### config.mk
export PLATFORM = sky130hd
export DESIGN_NAME = psr_mac
export DESIGN_NICKNAME = d
export VERILOG_FILES = /design/src/hdl/psr_pkg.sv /design/src/hdl/psr_mac.sv
export SDC_FILE = /design/constraint.sdc
export NUM_CORES = 2
export LEC_CHECK = 0
export ABC_AREA = 0
export BUFFER_PORTS_ARGS = -buffer_cell sky130_fd_sc_hd__buf_2
export CAP_MARGIN = 5
export CORE_ASPECT_RATIO = 1.2
export CORE_MARGIN = 2
export CORE_UTILIZATION = 57
export CTS_CLUSTER_SIZE = 28
export DETAILED_ROUTE_END_ITERATION = 7
export PLACE_DENSITY = 0.86
export SLEW_MARGIN = 30
export SYNTH_ARGS = -nofsm -noshare
export SYNTH_HDL_FRONTEND = slang
export SYNTH_SLANG_ARGS = --single-unit
### constraint.sdc
create_clock -name i_clk -period 13.9 [get_ports i_clk]
set_input_delay 4.17 -clock i_clk [delete_from_list [all_inputs] [get_ports i_clk]]
set_output_delay 4.17 -clock i_clk [all_outputs]
set_load 0.02 [all_outputs]
### src/hdl/psr_pkg.sv
// Shared types and constants of the polyphase sinc resampler.
package psr_pkg;

    // Fixed field widths of the item payloads.
    localparam int SAMPLE_W = 16;
    localparam int COEF_IN_W = 16;
    localparam int TAP_IDX_W = 11;
    localparam int RATIO_W = 20;
    localparam int PHASE_W = 20;
    localparam int FRAC_W = 11;

    // Blended coefficient and product widths inside the MAC unit.
    localparam int COEF_W = 30;
    localparam int PROD_W = SAMPLE_W + COEF_W;

    // Phase constants in unsigned Q16.
    localparam logic [PHASE_W-1:0] ONE_Q16 = 20'h10000;
    localparam logic [PHASE_W-1:0] PHASE_MAX = 20'hFFFFF;
    localparam logic [RATIO_W-1:0] RATIO_RESET = 20'h10000;

    // Rounding shift: products are in Q26, so one half is 1 << (ROUND_SHIFT - 1).
    localparam int ROUND_SHIFT = 26;

    // Saturation limits as magnitudes.
    localparam logic [SAMPLE_W:0] SAT_POS = 17'd32767;
    localparam logic [SAMPLE_W:0] SAT_NEG = 17'd32768;

    // Run index of the last output that one input sample may cause.
    localparam logic [2:0] LAST_RUN_IDX = 3'd7;

    // Operation codes carried in the input tuser.
    localparam logic OP_PUSH = 1'b0;
    localparam logic OP_KWRITE = 1'b1;

    // Register word select (paddr bit 2).
    localparam logic REG_RATIO = 1'b0;

    // Sequencer states.
    typedef enum logic [2:0] {
        S_IDLE,
        S_SETUP,
        S_BASE,
        S_MAC,
        S_DRAIN,
        S_RND1,
        S_RND2
    } t_state;

    // Control of the shared MAC unit.
    typedef struct packed {
        logic vld;    // kernel pair and sample valid this cycle
        logic first;  // first tap of a dot product: restart the accumulator
        logic rnd;    // take the magnitude of the finished accumulator
    } t_mac_ctl;

endpackage

### src/hdl/psr_mac.sv
// Shared multiply-accumulate unit: coefficient blend, product, accumulator and rounding.
module psr_mac
    import psr_pkg::*;
#(
    parameter int TAPS = 32
) (
    input  logic                        i_clk,
    input  logic                        i_rst_n,
    input  t_mac_ctl                    i_ctl,
    input  logic signed [COEF_IN_W-1:0] i_k1,
    input  logic signed [COEF_IN_W-1:0] i_k2,
    input  logic signed [SAMPLE_W-1:0]  i_h,
    input  logic        [FRAC_W-1:0]    i_w,
    output logic signed [SAMPLE_W-1:0]  o_sample
);

    localparam int ACC_W = PROD_W + $clog2(TAPS);
    localparam int RND_W = ACC_W - ROUND_SHIFT + 1;

    logic signed [COEF_W-1:0]   r_c;
    logic signed [SAMPLE_W-1:0] r_h;
    logic                       r_vb;
    logic                       r_fb;
    logic signed [PROD_W-1:0]   r_p;
    logic                       r_vc;
    logic                       r_fc;
    logic signed [ACC_W-1:0]    r_acc;
    logic        [ACC_W-1:0]    r_mag;
    logic                       r_neg;

    logic signed [COEF_IN_W:0]  diff;
    logic signed [COEF_W-1:0]   coef;
    logic        [RND_W-1:0]    rounded;
    logic        [SAMPLE_W:0]   limit;
    logic        [SAMPLE_W:0]   clipped;

    // Blend the two adjacent kernel rows into one coefficient:
    // k1*2048 + (k2-k1)*w equals k1*(2048-w) + k2*w.
    always_comb begin
        diff = (COEF_IN_W+1)'(i_k2) - (COEF_IN_W+1)'(i_k1);
        coef = (COEF_W'(i_k1) <<< FRAC_W)
             + COEF_W'(diff) * COEF_W'($signed({1'b0, i_w}));
    end

    // Pipeline control of the stages.
    always_ff @(posedge i_clk) begin
        if (!i_rst_n) begin
            r_vb <= 1'b0;
            r_fb <= 1'b0;
            r_vc <= 1'b0;
            r_fc <= 1'b0;
        end else begin
            r_vb <= i_ctl.vld;
            r_fb <= i_ctl.first;
            r_vc <= r_vb;
            r_fc <= r_fb;
        end
    end

    // Blend, multiply and accumulate stages, and the magnitude capture for rounding.
    always_ff @(posedge i_clk) begin
        r_c <= coef;
        r_h <= i_h;
        r_p <= PROD_W'(r_h) * PROD_W'(r_c);
        if (r_vc) begin
            if (r_fc) begin
                r_acc <= ACC_W'(r_p);
            end else begin
                r_acc <= r_acc + ACC_W'(r_p);
            end
        end
        if (i_ctl.rnd) begin
            r_neg <= r_acc[ACC_W-1];
            r_mag <= r_acc[ACC_W-1] ? ACC_W'(-r_acc) : ACC_W'(r_acc);
        end
    end

    // Round half away from zero, then saturate to the sample range.
    always_comb begin
        rounded = RND_W'(({1'b0, r_mag} + (ACC_W+1)'(1 << (ROUND_SHIFT - 1))) >> ROUND_SHIFT);
        limit = r_neg ? SAT_NEG : SAT_POS;
        clipped = (rounded > RND_W'(limit)) ? limit : (SAMPLE_W+1)'(rounded);
        o_sample = r_neg ? SAMPLE_W'(-clipped) : SAMPLE_W'(clipped);
    end

endmodule
==> summary.md <==
| Metric | Value |
|---|---|
| Die height | `275 microns` |
| Crit end category | `register` |
| Dominant cells by area after synthesis | `fa_1 (37%), ha_1 (9.6%), inv_1 (8.5%)` |
| Slew Limit Fails | `0` |
| Clock transition at the registers of the reported paths | `0.09 ns` |
| Final hold viol count | `0` |
| R2R Path Start | `r_c[13]` |
| CP required | `14.34 ns` |
| Status | `complete, no violations` |
| Die W | `230 microns` |
| Drt initial violations | `1458` |
| Grt ovf | `0` |
| Hold path start | `r_fb` |
| Syn Std Cell Area | `34800 sq um` |
| GP Congestion | `0.938` |
| Setup WS pre-CTS | `1.35 ns` |
| Slew at the pin closest to its max-slew limit | `1.02 ns` |
| Slew margin rel. | `32.0%` |
| DRC viols | `0` |
| Total track usage | `27.5%` |
| Area growth syn-to-layout | `4.53%` |
| Slowest CP cell | `xor2_1` |
| Hold WC Path Type | `reg -> reg` |
| Ports | `80` |
| Post-synth top cells | `inv_1 (791), fa_1 (647), nand2_1 (489)` |
| Largest net degree at the start of global routing | `52` |
| Worst path max stage delay | `0.73 ns` |
| Largest area contributor in the netlist | `fa_1` |
| Clk root buf | `clkbuf_16` |
| CTS resizes | `0` |
| Tcrit/Tclk final | `87.4%` |
| Nets | `4840` |
| Most common cell in the netlist | `inv_1` |
| Crit path top cell by count | `fa_1` |
| CTS Sinks | `174` |
| Via/cell ratio | `5.75` |
| Syn_area_per_cell | `8.91 sq um` |
| Post-route setup TNS | `0 ns` |
| EDFF count, synth | `78` |
| Achievable frequency | `82.3 MHz` |
| Final WS setup | `1.75 ns` |
| Register area share after synthesis | `12.2%` |
| Synth warn | `0` |
| Initial antenna violation count | `1` |
| Core ar. | `60700 sq um` |
| Unrepaired setup endpoints after global routing | `no` |
| Tmin final | `12.15 ns` |
| WHS Path Cells | `1` |
| Post-Syn Nets | `4889` |
| Starting density of the core | `57.4%` |
| Yosys reg bits | `174` |
| Crit path buffers/inverters | `5` |
| CP arrival | `12.59 ns` |
| Gate Count Post-Synth | `3912` |
| Crit path max-delay family | `adder cells` |
| MaxCap Viol Count | `0` |
| Detail Placement HPWL | `64600 microns` |
| Share of layout cells above drive strength 1 | `4.41%` |
| Buffers added on ports | `79` |
| H-Tree Depth | `4` |
| Number of routed nets with antenna violations | `0` |
| Clk buf depth | `2` |
| Netlist cell types | `77` |
| Top-area cell type share of the netlist area | `37.2%` |
| Top_reg_cell synth | `dfxtp_1` |
| Post-cts hold buffer count | `0` |
| Ys async rst share | `0%` |
| Maximum fanout along the worst path | `11` |
| Post-CTS Repair Setup Buffers | `0` |
| Vias in the first global route | `29.4k` |
| Placed cell count | `4651` |
| R2r endpoint | `r_p[45]` |
| Vias | `26.9k` |
| Final WL | `83100 microns` |
| R2R cell count | `21` |
| Fin cells | `4685` |
| Num CTS Buffers | `17` |
| Worst Setup Start Kind | `primary input` |
| Hold endpoint | `r_fc` |
| Std-Cell Rows | `99` |
| R2r setup slk | `5.84 ns` |
| Setup Viol. Count Final | `0` |
| TritonCTS clock tree | `done` |
| DR WL/cell | `17.7 microns` |
| WS Path Type | `in -> reg` |
| DIE AREA | `63100 sq um` |
| DRT Pass-1 Iters | `7` |
| Final Skew | `0.0248 ns` |
| Clk_lat worst skew | `0.49 ns` |
| First-pass GRT wire length | `140000 microns` |
-- registers in the layout, indices dropped and copies added, names as in the netlist --
name,flops
r_acc,51
r_p,46
r_c,30
r_mag,26
r_h,16
r_fb,1
r_fc,1
r_neg,1
r_vb,1
r_vc,1
-- worst max path at each step --
stage / from / to / slack (ns) / depth (start not counted)
after floorplan: i_k2[0] / r_c[26] / 2.62 / 33
after global placement: i_k1[0] / r_c[26] / 1.53 / 32
after detailed placement: i_k1[0] / r_c[26] / 1.35 / 32
after CTS: i_k1[0] / r_c[26] / 1.86 / 32
after global routing: i_k1[0] / r_c[26] / 1.31 / 32
final: i_k1[0] / r_c[26] / 1.75 / 32
-- cell families after synthesis --
group,share of synthesized area [%]
mux,0.158
xor+xnor,4.20
flops,12.2
compound gates,9.51
fa+ha+maj,46.7
buf+inv,10.4
simple gates,16.8
-- layout by cell type, fill, tap and decap left out, drive strengths merged, types with 25 or more instances in the layout --
cell    synthesis  routed
xnor2         123     123
inv           792     798
nor2b          26      26
and2          244     244
nand2         489     489
nor3           40      40
a21o           54      54
fa            647     647
and3           29      29
nand3          63      63
buf             6     102
nor4           25      25
nand2b         51      51
ha            266     266
edfxtp         78      78
o21ai         129     129
a21oi         114     114
nor2          133     133
dfxtp          96      96
xor2           44      44
-- metal layers --
layer  vias to the layer above  GRT usage (%)  wire length (microns)
li1                      12164              -                      -
met1                     13212           30.1                  29600
met2                      1185           50.4                  42500
met3                       376           3.91                   5540
met4                         2           17.4                   5460
met5                         -              0                     11
-- through the flow --
stage / hold slack (ns) / util [%] / instance area (sq um)
floorplan: 0.412 / - / 34800
global route: 0.452 / 60.0 / 36400
CTS: 0.441 / 60.0 / 36400
global placement: 0.415 / 58.9 / 35800
detailed placement: 0.420 / 58.9 / 35800
finish: 0.435 / 60.0 / 36400
-- layout make-up --
type                    count  area (sq um)
diodes                      1          2.50
flip-flops and latches    174          4270
clock buffers              17           425
inverters                 792          2970
repair buffers            102           576
multi-input cells        2776         27000
clock inverters            15           204
fillers                  4896         24300
well taps                 808          1010
Power is not shown: default switching activity piles up to over one toggle a cycle in this logic, so the estimate is an artifact.
